<file path="src/rtl/ecpf_pkg.sv">
// Shared types, constants and arithmetic helpers for the ESC command block.
`default_nettype none
package ecpf_pkg;

	// Number of motors that hold a stored width.
	localparam int MOTOR_COUNT = 2;
	// Raw throttle values and drive fields carried in each beat.
	localparam int NUM_RAW = 2;
	localparam int MIDX_W = (MOTOR_COUNT > 1) ? $clog2(MOTOR_COUNT) : 1;

	localparam int WIDTH_W = 15;
	localparam int COUNT_W = 16;
	localparam int RAW_W = 14;
	localparam int PROD_W = 29;
	localparam int SUM_W = 18;

	// Reset values of the configuration registers.
	localparam logic [WIDTH_W-1:0] RST_MIN = 15'd1000;
	localparam logic [WIDTH_W-1:0] RST_MAX = 15'd2000;
	localparam logic [WIDTH_W-1:0] RST_NEUTRAL = 15'd1500;
	localparam logic [COUNT_W-1:0] RST_TIMEOUT = 16'd500;

	// Divisor of the linear map: the full span of the raw range.
	localparam logic [15:0] RAW_SPAN = 16'd16383;

	typedef enum logic [1:0] {
		CMD_ESC = 2'd0,
		CMD_SET = 2'd1,
		CMD_TICK = 2'd2
	} cmd_t;

	typedef enum logic [1:0] {
		REG_MIN = 2'd0,
		REG_MAX = 2'd1,
		REG_NEUTRAL = 2'd2,
		REG_TIMEOUT = 2'd3
	} reg_idx_t;

	typedef struct packed {
		logic [WIDTH_W-1:0] pulse_min;
		logic [WIDTH_W-1:0] pulse_max;
		logic [WIDTH_W-1:0] pulse_neutral;
		logic [COUNT_W-1:0] timeout_ms;
	} cfg_t;

	typedef struct packed {
		cmd_t command;
		logic signed [RAW_W-1:0] raw_cmd_0;
		logic signed [RAW_W-1:0] raw_cmd_1;
		logic [7:0] command_count;
		logic [7:0] motor_sel;
		logic [15:0] pulse_value;
	} item_t;

	// Item plus the quotient magnitude and sign of the map for each raw value.
	typedef struct packed {
		item_t item;
		logic [NUM_RAW-1:0][WIDTH_W-1:0] quot;
		logic span_neg;
	} map_t;

	typedef struct packed {
		logic [NUM_RAW-1:0][WIDTH_W-1:0] drive;
		logic is_armed;
		logic [WIDTH_W-1:0] read_width;
		logic [COUNT_W-1:0] since_command;
	} result_t;

	// Quotient of a / 16383. With q0 = a >> 14 the remainder a - 16383*q0 equals
	// low14(a) + q0, which stays below four divisors, so at most three corrections.
	function automatic logic [WIDTH_W-1:0] div_span(input logic [PROD_W-1:0] a);
		logic [WIDTH_W-1:0] q0;
		logic [15:0] rem;
		logic [1:0] corr;
		q0 = a[PROD_W-1:14];
		rem = {2'b00, a[13:0]} + {1'b0, q0};
		if (rem >= 16'(3 * RAW_SPAN)) corr = 2'd3;
		else if (rem >= 16'(2 * RAW_SPAN)) corr = 2'd2;
		else if (rem >= RAW_SPAN) corr = 2'd1;
		else corr = 2'd0;
		return q0 + {13'd0, corr};
	endfunction

	// Low bound wins first, then the high bound.
	function automatic logic [WIDTH_W-1:0] clamp_width(
		input logic signed [SUM_W-1:0] v,
		input logic [WIDTH_W-1:0] lo,
		input logic [WIDTH_W-1:0] hi
	);
		logic [WIDTH_W-1:0] res;
		if (v < $signed({3'b000, lo})) res = lo;
		else if (v > $signed({3'b000, hi})) res = hi;
		else res = v[WIDTH_W-1:0];
		return res;
	endfunction

endpackage
`default_nettype wire

</file>
<file path="src/rtl/ecpf_cfg.sv">
// APB register file holding the pulse bounds, neutral width and timeout.
`default_nettype none
module ecpf_cfg
	import ecpf_pkg::*;
(
	input wire logic clk,
	input wire logic arst_n,
	input wire logic psel,
	input wire logic penable,
	input wire logic pwrite,
	input wire logic [3:0] paddr,
	input wire logic [31:0] pwdata,
	output logic [31:0] prdata,
	output logic pready,
	output cfg_t cfg
);

	cfg_t cfg_q;
	reg_idx_t idx;
	logic wr_en;

	assign pready = 1'b1;
	assign idx = reg_idx_t'(paddr[3:2]);
	assign wr_en = psel && penable && pwrite;
	assign cfg = cfg_q;

	// Register writes in the access phase.
	always_ff @(posedge clk or negedge arst_n) begin
		if (!arst_n) begin
			cfg_q.pulse_min <= RST_MIN;
			cfg_q.pulse_max <= RST_MAX;
			cfg_q.pulse_neutral <= RST_NEUTRAL;
			cfg_q.timeout_ms <= RST_TIMEOUT;
		end else if (wr_en) begin
			case (idx)
				REG_MIN: cfg_q.pulse_min <= pwdata[WIDTH_W-1:0];
				REG_MAX: cfg_q.pulse_max <= pwdata[WIDTH_W-1:0];
				REG_NEUTRAL: cfg_q.pulse_neutral <= pwdata[WIDTH_W-1:0];
				REG_TIMEOUT: cfg_q.timeout_ms <= pwdata[COUNT_W-1:0];
				default: ;
			endcase
		end
	end

	// Read back.
	always_comb begin
		case (idx)
			REG_MIN: prdata = {17'd0, cfg_q.pulse_min};
			REG_MAX: prdata = {17'd0, cfg_q.pulse_max};
			REG_NEUTRAL: prdata = {17'd0, cfg_q.pulse_neutral};
			REG_TIMEOUT: prdata = {16'd0, cfg_q.timeout_ms};
			default: prdata = 32'd0;
		endcase
	end

endmodule
`default_nettype wire

</file>
<file path="src/rtl/ecpf_map.sv">
// Three-stage pipeline that maps raw throttle values onto the pulse range.
`default_nettype none
module ecpf_map
	import ecpf_pkg::*;
(
	input wire logic clk,
	input wire logic arst_n,
	input wire cfg_t cfg,
	input wire logic in_valid,
	output logic in_ready,
	input wire item_t in_item,
	output logic out_valid,
	input wire logic out_ready,
	output map_t out_map
);

	logic v_s1, v_s2, v_s3;
	logic en1, en2, en3;
	item_t item_s1, item_s2, item_s3;
	logic neg_s2, neg_s3;
	logic [NUM_RAW-1:0][PROD_W-1:0] prod_s2;
	logic [NUM_RAW-1:0][WIDTH_W-1:0] quot_s3;

	logic [15:0] span;
	logic [WIDTH_W-1:0] span_abs;
	logic [NUM_RAW-1:0][RAW_W-1:0] offset;
	logic [NUM_RAW-1:0][PROD_W-1:0] prod;

	// Each stage moves when it is empty or the next one moves.
	assign en3 = !v_s3 || out_ready;
	assign en2 = !v_s2 || en3;
	assign en1 = !v_s1 || en2;
	assign in_ready = en1;

	always_ff @(posedge clk or negedge arst_n) begin
		if (!arst_n) begin
			v_s1 <= 1'b0;
			v_s2 <= 1'b0;
			v_s3 <= 1'b0;
		end else begin
			if (en1) v_s1 <= in_valid;
			if (en2) v_s2 <= v_s1;
			if (en3) v_s3 <= v_s2;
		end
	end

	// Offset raw value (raw + 8192 is the raw value with its sign bit flipped)
	// times the magnitude of the span.
	always_comb begin
		span = {1'b0, cfg.pulse_max} - {1'b0, cfg.pulse_min};
		span_abs = span[15] ? WIDTH_W'(-span) : span[WIDTH_W-1:0];
		offset[0] = {~item_s1.raw_cmd_0[RAW_W-1], item_s1.raw_cmd_0[RAW_W-2:0]};
		offset[1] = {~item_s1.raw_cmd_1[RAW_W-1], item_s1.raw_cmd_1[RAW_W-2:0]};
		for (int k = 0; k < NUM_RAW; k++) begin
			prod[k] = PROD_W'(offset[k]) * PROD_W'(span_abs);
		end
	end

	// Payload registers of the three stages.
	always_ff @(posedge clk) begin
		if (en1) item_s1 <= in_item;
		if (en2) begin
			item_s2 <= item_s1;
			prod_s2 <= prod;
			neg_s2 <= span[15];
		end
		if (en3) begin
			item_s3 <= item_s2;
			neg_s3 <= neg_s2;
			for (int k = 0; k < NUM_RAW; k++) begin
				quot_s3[k] <= div_span(prod_s2[k]);
			end
		end
	end

	assign out_valid = v_s3;
	assign out_map.item = item_s3;
	assign out_map.quot = quot_s3;
	assign out_map.span_neg = neg_s3;

endmodule
`default_nettype wire

</file>
<file path="src/rtl/ecpf_state.sv">
// Motor state update (widths, armed flag, tick count) and the result register.
`default_nettype none
module ecpf_state
	import ecpf_pkg::*;
(
	input wire logic clk,
	input wire logic arst_n,
	input wire cfg_t cfg,
	input wire logic in_valid,
	output logic in_ready,
	input wire map_t in_map,
	output logic out_valid,
	input wire logic out_ready,
	output result_t out_res
);

	logic armed_q, armed_n;
	logic [MOTOR_COUNT-1:0][WIDTH_W-1:0] width_q, width_n;
	logic [COUNT_W-1:0] elapsed_q, elapsed_n, elapsed_inc;
	logic out_v_q;
	result_t res_q, res_n;
	logic en_out, fire;
	logic idx_ok;
	logic [MIDX_W-1:0] idx_sel;
	logic [NUM_RAW-1:0][WIDTH_W-1:0] mapped;
	logic [WIDTH_W-1:0] set_width;
	logic signed [SUM_W-1:0] sum;
	item_t it;

	assign it = in_map.item;
	assign en_out = !out_v_q || out_ready;
	assign in_ready = en_out;
	assign fire = in_valid && en_out;
	assign idx_ok = it.motor_sel < 8'(MOTOR_COUNT);
	assign idx_sel = it.motor_sel[MIDX_W-1:0];
	assign elapsed_inc = (elapsed_q != '1) ? elapsed_q + 16'd1 : elapsed_q;

	// Finish the map: add or subtract the quotient from the low bound, then clamp.
	always_comb begin
		for (int k = 0; k < NUM_RAW; k++) begin
			if (in_map.span_neg) begin
				sum = $signed({3'b000, cfg.pulse_min}) - $signed({3'b000, in_map.quot[k]});
			end else begin
				sum = $signed({3'b000, cfg.pulse_min}) + $signed({3'b000, in_map.quot[k]});
			end
			mapped[k] = clamp_width(sum, cfg.pulse_min, cfg.pulse_max);
		end
		set_width = clamp_width($signed({2'b00, it.pulse_value}), cfg.pulse_min,
			cfg.pulse_max);
	end

	// Next state for the item at the head of the map pipeline.
	always_comb begin
		armed_n = armed_q;
		width_n = width_q;
		elapsed_n = elapsed_q;
		case (it.command)
			CMD_ESC: begin
				for (int i = 0; i < MOTOR_COUNT; i++) begin
					if (8'(i) < it.command_count) width_n[i] = mapped[i];
				end
				armed_n = 1'b1;
				elapsed_n = '0;
			end
			CMD_SET: begin
				if (idx_ok) begin
					width_n[idx_sel] = set_width;
					elapsed_n = '0;
				end
			end
			CMD_TICK: begin
				elapsed_n = elapsed_inc;
				if (armed_q && (elapsed_inc > cfg.timeout_ms)) begin
					armed_n = 1'b0;
					for (int i = 0; i < MOTOR_COUNT; i++) width_n[i] = cfg.pulse_neutral;
				end
			end
			default: ;
		endcase
	end

	// Result fields after the update.
	always_comb begin
		for (int d = 0; d < NUM_RAW; d++) res_n.drive[d] = cfg.pulse_neutral;
		for (int i = 0; i < MOTOR_COUNT; i++) begin
			if (armed_n) res_n.drive[i] = width_n[i];
		end
		res_n.is_armed = armed_n;
		res_n.read_width = idx_ok ? width_n[idx_sel] : cfg.pulse_neutral;
		res_n.since_command = elapsed_n;
	end

	always_ff @(posedge clk or negedge arst_n) begin
		if (!arst_n) begin
			armed_q <= 1'b0;
			elapsed_q <= '0;
			out_v_q <= 1'b0;
			for (int i = 0; i < MOTOR_COUNT; i++) width_q[i] <= RST_NEUTRAL;
		end else begin
			if (en_out) out_v_q <= in_valid;
			if (fire) begin
				armed_q <= armed_n;
				elapsed_q <= elapsed_n;
				width_q <= width_n;
			end
		end
	end

	// Result register.
	always_ff @(posedge clk) begin
		if (fire) res_q <= res_n;
	end

	assign out_valid = out_v_q;
	assign out_res = res_q;

	// The block disarms only on a millisecond tick.
	a_disarm_on_tick: assert property (@(posedge clk) disable iff (!arst_n)
		$fell(armed_q) |-> $past(fire && it.command == CMD_TICK))
		else $error("disarm without a tick");

	// The block arms only on an ESC command.
	a_arm_on_esc: assert property (@(posedge clk) disable iff (!arst_n)
		$rose(armed_q) |-> $past(fire && it.command == CMD_ESC))
		else $error("arm without an ESC command");

	// A tick below saturation advances the count by exactly one.
	a_tick_count: assert property (@(posedge clk) disable iff (!arst_n)
		(fire && it.command == CMD_TICK && elapsed_q != '1)
		|=> elapsed_q == $past(elapsed_q) + 16'd1)
		else $error("tick count did not advance");

	// A result leaves only with the flag it was computed with.
	a_result_armed: assert property (@(posedge clk) disable iff (!arst_n)
		fire |=> res_q.is_armed == armed_q)
		else $error("result armed flag differs from state");

endmodule
`default_nettype wire

</file>
<file path="src/rtl/esc_command_pwm_failsafe_top.sv">
// Top level of the ESC command block with failsafe timeout.
//
// Input stream (s_*): one beat carries a command in tuser and its operands in
// tdata. Output stream (m_*): exactly one result beat per input beat, in order,
// showing the drive widths, armed flag, read-back width and tick count after
// the item has been applied.
// Each beat passes the three map stages and then the result register before
// its result is valid on m_tdata. Throughput: one beat per cycle while
// m_tready is high. The map runs in a three-stage pipeline (input register,
// offset times span, divide by 16383); add and clamp go with the state update
// ahead of the result register. The only loop is the registered state update,
// so items follow each other in consecutive cycles.
// Stalls: when m_tready is low the result register holds; earlier stages keep
// accepting beats until the pipeline is full, then s_tready drops.
// Reset: arst_n clears the pipeline and the result valid, disarms, clears the
// tick count, loads every stored width with 1500 us and the registers with
// their reset values (min 1000, max 2000, neutral 1500, timeout 500 ms).
// Configuration: APB writes at 0x0 min, 0x4 max, 0x8 neutral, 0xC timeout; the
// user must issue them only while no beat is in flight, the block does not enforce it.
`default_nettype none
module esc_command_pwm_failsafe_top
	import ecpf_pkg::*;
(
	input wire logic clk,
	input wire logic arst_n,
	// APB configuration port.
	input wire logic psel,
	input wire logic penable,
	input wire logic pwrite,
	input wire logic [3:0] paddr,
	input wire logic [31:0] pwdata,
	output logic [31:0] prdata,
	output logic pready,
	// Input stream.
	input wire logic s_tvalid,
	output logic s_tready,
	// raw_cmd_0[13:0], raw_cmd_1[27:14], command_count[35:28],
	// motor_sel[43:36], pulse_value[59:44], zero fill [63:60]
	input wire logic [63:0] s_tdata,
	// command[1:0]
	input wire logic [1:0] s_tuser,
	// Output stream.
	output logic m_tvalid,
	input wire logic m_tready,
	// drive_0[14:0], drive_1[29:15], is_armed[30], read_width[45:31],
	// since_command[61:46], zero fill [63:62]
	output logic [63:0] m_tdata
);

	cfg_t cfg;
	item_t in_item;
	map_t map_beat;
	logic map_valid, map_ready;
	result_t res;

	assign in_item.command = cmd_t'(s_tuser);
	assign in_item.raw_cmd_0 = s_tdata[13:0];
	assign in_item.raw_cmd_1 = s_tdata[27:14];
	assign in_item.command_count = s_tdata[35:28];
	assign in_item.motor_sel = s_tdata[43:36];
	assign in_item.pulse_value = s_tdata[59:44];

	ecpf_cfg u_cfg (
		.clk(clk),
		.arst_n(arst_n),
		.psel(psel),
		.penable(penable),
		.pwrite(pwrite),
		.paddr(paddr),
		.pwdata(pwdata),
		.prdata(prdata),
		.pready(pready),
		.cfg(cfg)
	);

	ecpf_map u_map (
		.clk(clk),
		.arst_n(arst_n),
		.cfg(cfg),
		.in_valid(s_tvalid),
		.in_ready(s_tready),
		.in_item(in_item),
		.out_valid(map_valid),
		.out_ready(map_ready),
		.out_map(map_beat)
	);

	ecpf_state u_state (
		.clk(clk),
		.arst_n(arst_n),
		.cfg(cfg),
		.in_valid(map_valid),
		.in_ready(map_ready),
		.in_map(map_beat),
		.out_valid(m_tvalid),
		.out_ready(m_tready),
		.out_res(res)
	);

	assign m_tdata = {2'b00, res.since_command, res.read_width, res.is_armed,
		res.drive[1], res.drive[0]};

endmodule
`default_nettype wire
</file>
<file path="config.mk">
export PLATFORM = sky130hd
export DESIGN_NAME = esc_command_pwm_failsafe_top
export DESIGN_NICKNAME = d
export VERILOG_FILES = /design/src/rtl/ecpf_pkg.sv /design/src/rtl/ecpf_cfg.sv /design/src/rtl/ecpf_map.sv /design/src/rtl/ecpf_state.sv /design/src/rtl/esc_command_pwm_failsafe_top.sv
export SDC_FILE = /design/constraint.sdc
export NUM_CORES = 2
export LEC_CHECK = 0
export BUFFER_PORTS_ARGS = -buffer_cell sky130_fd_sc_hd__buf_4
export CAP_MARGIN = 20
export CORE_ASPECT_RATIO = 2
export CORE_UTILIZATION = 30
export DETAILED_ROUTE_END_ITERATION = 7
export GPL_TIMING_DRIVEN = 0
export PLACE_DENSITY_LB_ADDON = 0.08
export SYNTH_ARGS = -nofsm -noshare
export SYNTH_HDL_FRONTEND = slang
export SYNTH_SLANG_ARGS = --single-unit
</file>
<file path="constraint.sdc">
create_clock -name clk -period 23.5 [get_ports clk]
set_input_delay 2.35 -clock clk [delete_from_list [all_inputs] [get_ports clk]]
set_output_delay 2.35 -clock clk [all_outputs]
set_load 0.005 [all_outputs]
</file>
# Word-level counts from Yosys, hierarchy flattened

Cells that the tools add are included.
Widths: inputs -> output; s select.

Bits in registers: 394
Input port bits: 109
Output and inout bits: 99
Word-level logic and storage cells: 131

Add/sub/neg operators: 11
Multiply operators: 2
Magnitude comparators: 18
Equal/unequal tests: 6
Mux-type cells: 36
Bitwise operators: 2
Reduce and logical (&&, ||, !) cells: 19

Operators by type and width:

| cell                  | count |
|---|---|
| $mux 15               | 15 |
| $pmux 32 s4           | 1 |
| $pmux 30 s3           | 1 |
| $mux 30               | 2 |
| $mul 14x15->29        | 2 |
| $pmux 16 s3           | 1 |
| $sub 15x15->16        | 3 |
| $gt 18x16->1          | 2 |
| $lt 18x16->1          | 2 |
| $mux 18               | 2 |
| $add 14x15->16        | 2 |
| $add 15x15->16        | 2 |
| $ge 16x14->1 const B  | 2 |
| $ge 16x15->1 const B  | 2 |
| $ge 16x16->1 const B  | 2 |
| $mux 16               | 2 |
| $add 15x2->15         | 2 |
| $bwmux 30             | 1 |
| $add 16x1->16 const B | 1 |
| $gt 16x15->1          | 1 |
| $gt 16x16->1          | 1 |
| $lt 1x8->1 const A    | 2 |
| $lt 16x15->1          | 1 |
| $ne 16x16->1 const B  | 1 |
| 16 further kinds      | 41 |

# Logic depth before layout (Yosys ltp)

Word-level depth: 10
Mapped depth: 37
Gate-level depth less buffers: 35

# Cells and area by module

A second synthesis with hierarchy kept.

Cells, all modules: 4059
Area total of the unflattened synthesis: 41293.4 um2

By module, submodules not included:

| module                       | times used | cells an instance | area an instance (um2) | sequential area each (um2) |
|---|---|---|---|---|
| ecpf_map                     | 1          | 2288              | 25379.3                | 8363.0 |
| ecpf_state                   | 1          | 1596              | 13022.5                | 3080.5 |
| ecpf_cfg                     | 1          | 172               | 2872.8                 | 1557.7 |
| esc_command_pwm_failsafe_top | 1          | 3                 | 18.8                   | 0.0 |

# Least setup slack after synthesis

Ideal clock, no wire load.

Path type: register to register
Start point: register u_cfg.cfg_q, in the netlist u_cfg.cfg[47]
End point: register u_map.prod_s2[27] (netlist name), data pin
Setup time: 0.258 ns
Data arrival time: 8.826 ns
Required time: 23.242 ns
Slack: 14.417 ns
Stages on the path, launching flop included: 35
Buffers on the path: 2
Period minus slack after synthesis: 9.083 ns
Cells stage by stage: dfrtp_1 inv_1 ha_1 nor2b_1 o21a_1 o21ai_1 a211o_1 a211o_1 o2111ai_1 a31oi_2 buf_4 nand2_1 xnor2_1 clkbuf_1 nand2_1 fa_1 fa_1 inv_1 fa_1 fa_1 fa_1 inv_1 fa_1 inv_1 ha_1 a21o_1 a21o_1 a21o_1 a2111oi_0 o31ai_1 a21oi_1 nor2_1 a211oi_1 a21oi_1 xnor2_1

RTL lines:

| element                | line           | RTL |
|---|---|---|
| start: declaration     | ecpf_cfg.sv:18 | `cfg_t cfg_q;` |
| end signal: assignment | ecpf_map.sv:64 | `prod_s2 <= prod;` |
| end: declaration       | ecpf_map.sv:21 | `logic [NUM_RAW-1:0][PROD_W-1:0] prod_s2;` |

==> impl_metrics.yaml <==
sta:
  setup_tns_ns: 0
  timing.final.crit_share: 0.525
  setup_ws_ns: 11.16
  finClkSkew_ns: 0.0448
  worst_pin_slew_ns: 1.26
  rsz0062_at_grt: "false"
  relSlewSlack: 0.158
  clock.fmax_ghz: 0.0810
  whs_ns: 0.411
  setup_violations: 0
  fin_crit_ns: 12.34
  drv_slew: 0
  hold_viol_final: 0
cts:
  htreeDepth: 2
  clkTransAtPathRegs_ns: 0.06
  insertion_delay_ns: 0.65
  cts_root_buf: "clkbuf_16"
  cts_buffer_depth: 3
  cts_resized: 0
  cts_made_buffers: 44
  cts_sinks: 394
  cts_tree: "done"
  cts_setup_buffers: 0
  cts_hold_buf: 0
placement:
  preCtsSetupSlack_ns: 11.07
  port_buffers: 164
  gp_congestion: 0.991
  dp_hpwl_um: 135000
  place_area_mm2: 0.0430
worst_setup_path:
  path_common_cell: "fa_1"
  startpoint_type: "flop"
  path_max_fanout: 12
  critPathSlowestCell: "dfrtp_1"
  cp.required_ns: 23.87
  max_stage_delay_ns: 1.00
  cp-end-kind: "flop"
  crit_type: "reg -> reg"
  crit_arrival_ns: 12.72
die:
  initial_core_util: 0.302
  die-area_mm2: 0.132
  die_w_um: 258
  ios: 208
  coreArea_mm2: 0.130
  rows: 187
  die_h_um: 513
synth:
  synth.distinct_cells: 105
  ys_top_cells_by_count: "492 x inv_1, 414 x nand2_1, 398 x ha_1, 315 x fa_1, 282 x edfxtp_1"
  synth_top_area_frac: 0.216
  ys.warnings.count: 0
  ys_ff_latch: 394
  synth_top_area_cell: "edfxtp_1"
  synth_area_mm2: 0.0392
  yosysMostFrequentCell: "inv_1"
  yosysSeqAreaShare: 0.289
  syn_area_per_cell_um2: 9.81
  synth_edf_count: 282
  async_flop_share: 0.284
  ys.flop_type: "edfxtp_1"
  synth_area_leaders: "edfxtp_1 22%, fa_1 16%, ha_1 13%"
  syn_inst: 3995
status:
  status: "complete, no violations"
routing:
  vias: 30900
  drcViolationCount: 0
  drt_wl_total_um: 161000
  drt-initial-drc-count: 1461
  drt_first_pass_iters: 5
  detail-route-antenna-nets: 0
  wire_per_inst_um: 26.9
  viasPerCell: 5.17
layout:
  layout-drive-gt1-share: 0.114
  area_growth_pct: 13.3
  multiInputGateArea_mm2: 0.0254
  nets: 5063
  nFillCells: 13600
  design_area_mm2: 0.0444
  seq_area_mm2: 0.0113
grt:
  grt_pass1_vias: 33400
  globalRouteTotalUtil: 0.244
  antenna_found_initial: 3
  grt_pass1_wl_um: 231000
  grt_overflow: 0
  grt_max_degree: 89
hold_path:
  hp-class: "reg -> reg"
flow_run:
  cap_violations: 0
logic make-up after synthesis:
family          after synthesis  share of synthesized area
compound gates              831                      0.146
mux                         122                     0.0385
buf+inv                     661                     0.0665
flops                       394                      0.289
simple gates               1127                      0.140
other cells                   2                   0.000192
fa+ha+maj                   713                      0.288
xor+xnor                    145                     0.0326
critical path, delay by kind of cell, from the launching register on:
family | cells | cell delay (ns)
fa+ha+maj | 8 | 3.85
buf+inv | 6 | 1.76
flops | 1 | 1.00
xor+xnor | 2 | 0.92
simple gates | 3 | 0.40
compound gates | 15 | 4.14
sequential cells by signal (all words and copies together), names as in the netlist, 16 cells and up:
register,flops
u_map.out_map,64
u_map.item_s1,62
u_state.out_res,62
u_cfg.cfg,61
u_map.prod_s2,58
u_map.item_s2,34
u_state.width_q,30
u_state.elapsed_q,16
routing by layer:
layer	global-route usage	wire length (µm)	vias up
met5	0	13	-
met4	0.209	16500	2
met3	0.0210	4240	397
met2	0.496	92400	824
met1	0.206	47800	15400
li1	-	-	14300
cell type report:
type,count,area share
antenna,1,0.0000563
clock buffer,57,0.0261
inverter,493,0.0417
timing repair buffer,183,0.0341
tap,1701,0.0479
multi-input combinational,2957,0.572
clock inverter,25,0.00673
buffer,168,0.0170
sequential,394,0.255
cell usage in the layout (no fill, tap or decap), drive strengths merged, types with 48 or more instances in the layout:
cell type  count
clkbuf       184
edfxtp       282
fa           315
nor2         181
nor3          48
nand2        415
a21o          55
a21oi        183
mux2          81
and2         187
nor2b         63
o21ai        195
dfrtp         73
ha           398
xnor2        104
nand3         83
buf          224
inv          501
worst paths after layout:
kind / cells after the start / slack, ns / endpoint / start
max in group asynchronous: 2 / 21.06 / u_cfg.cfg[2] / arst_n
worst min-delay path: 0 / 0.41 / u_map.neg_s3 / u_map.neg_s2
min in group asynchronous: 1 / 1.59 / u_state.width_q[29] / arst_n
worst min register to register: 0 / 0.41 / u_map.neg_s3 / u_map.neg_s2
worst max-delay path: 34 / 11.16 / u_map.prod_s2[27] / u_cfg.cfg[47]
worst max register to register: 34 / 11.16 / u_map.prod_s2[27] / u_cfg.cfg[47]
stage by stage:
step | utilization | instances
final | 0.343 | 5979
after global routing | 0.343 | 5979
after CTS | 0.343 | 5978
after detailed placement | 0.331 | 5896
after global placement | 0.329 | 5877
after floorplan | - | 4012
Power is left out: the tool's default activity adds up to more than one toggle a clock period on the data nets, which glitch-free logic cannot reach.
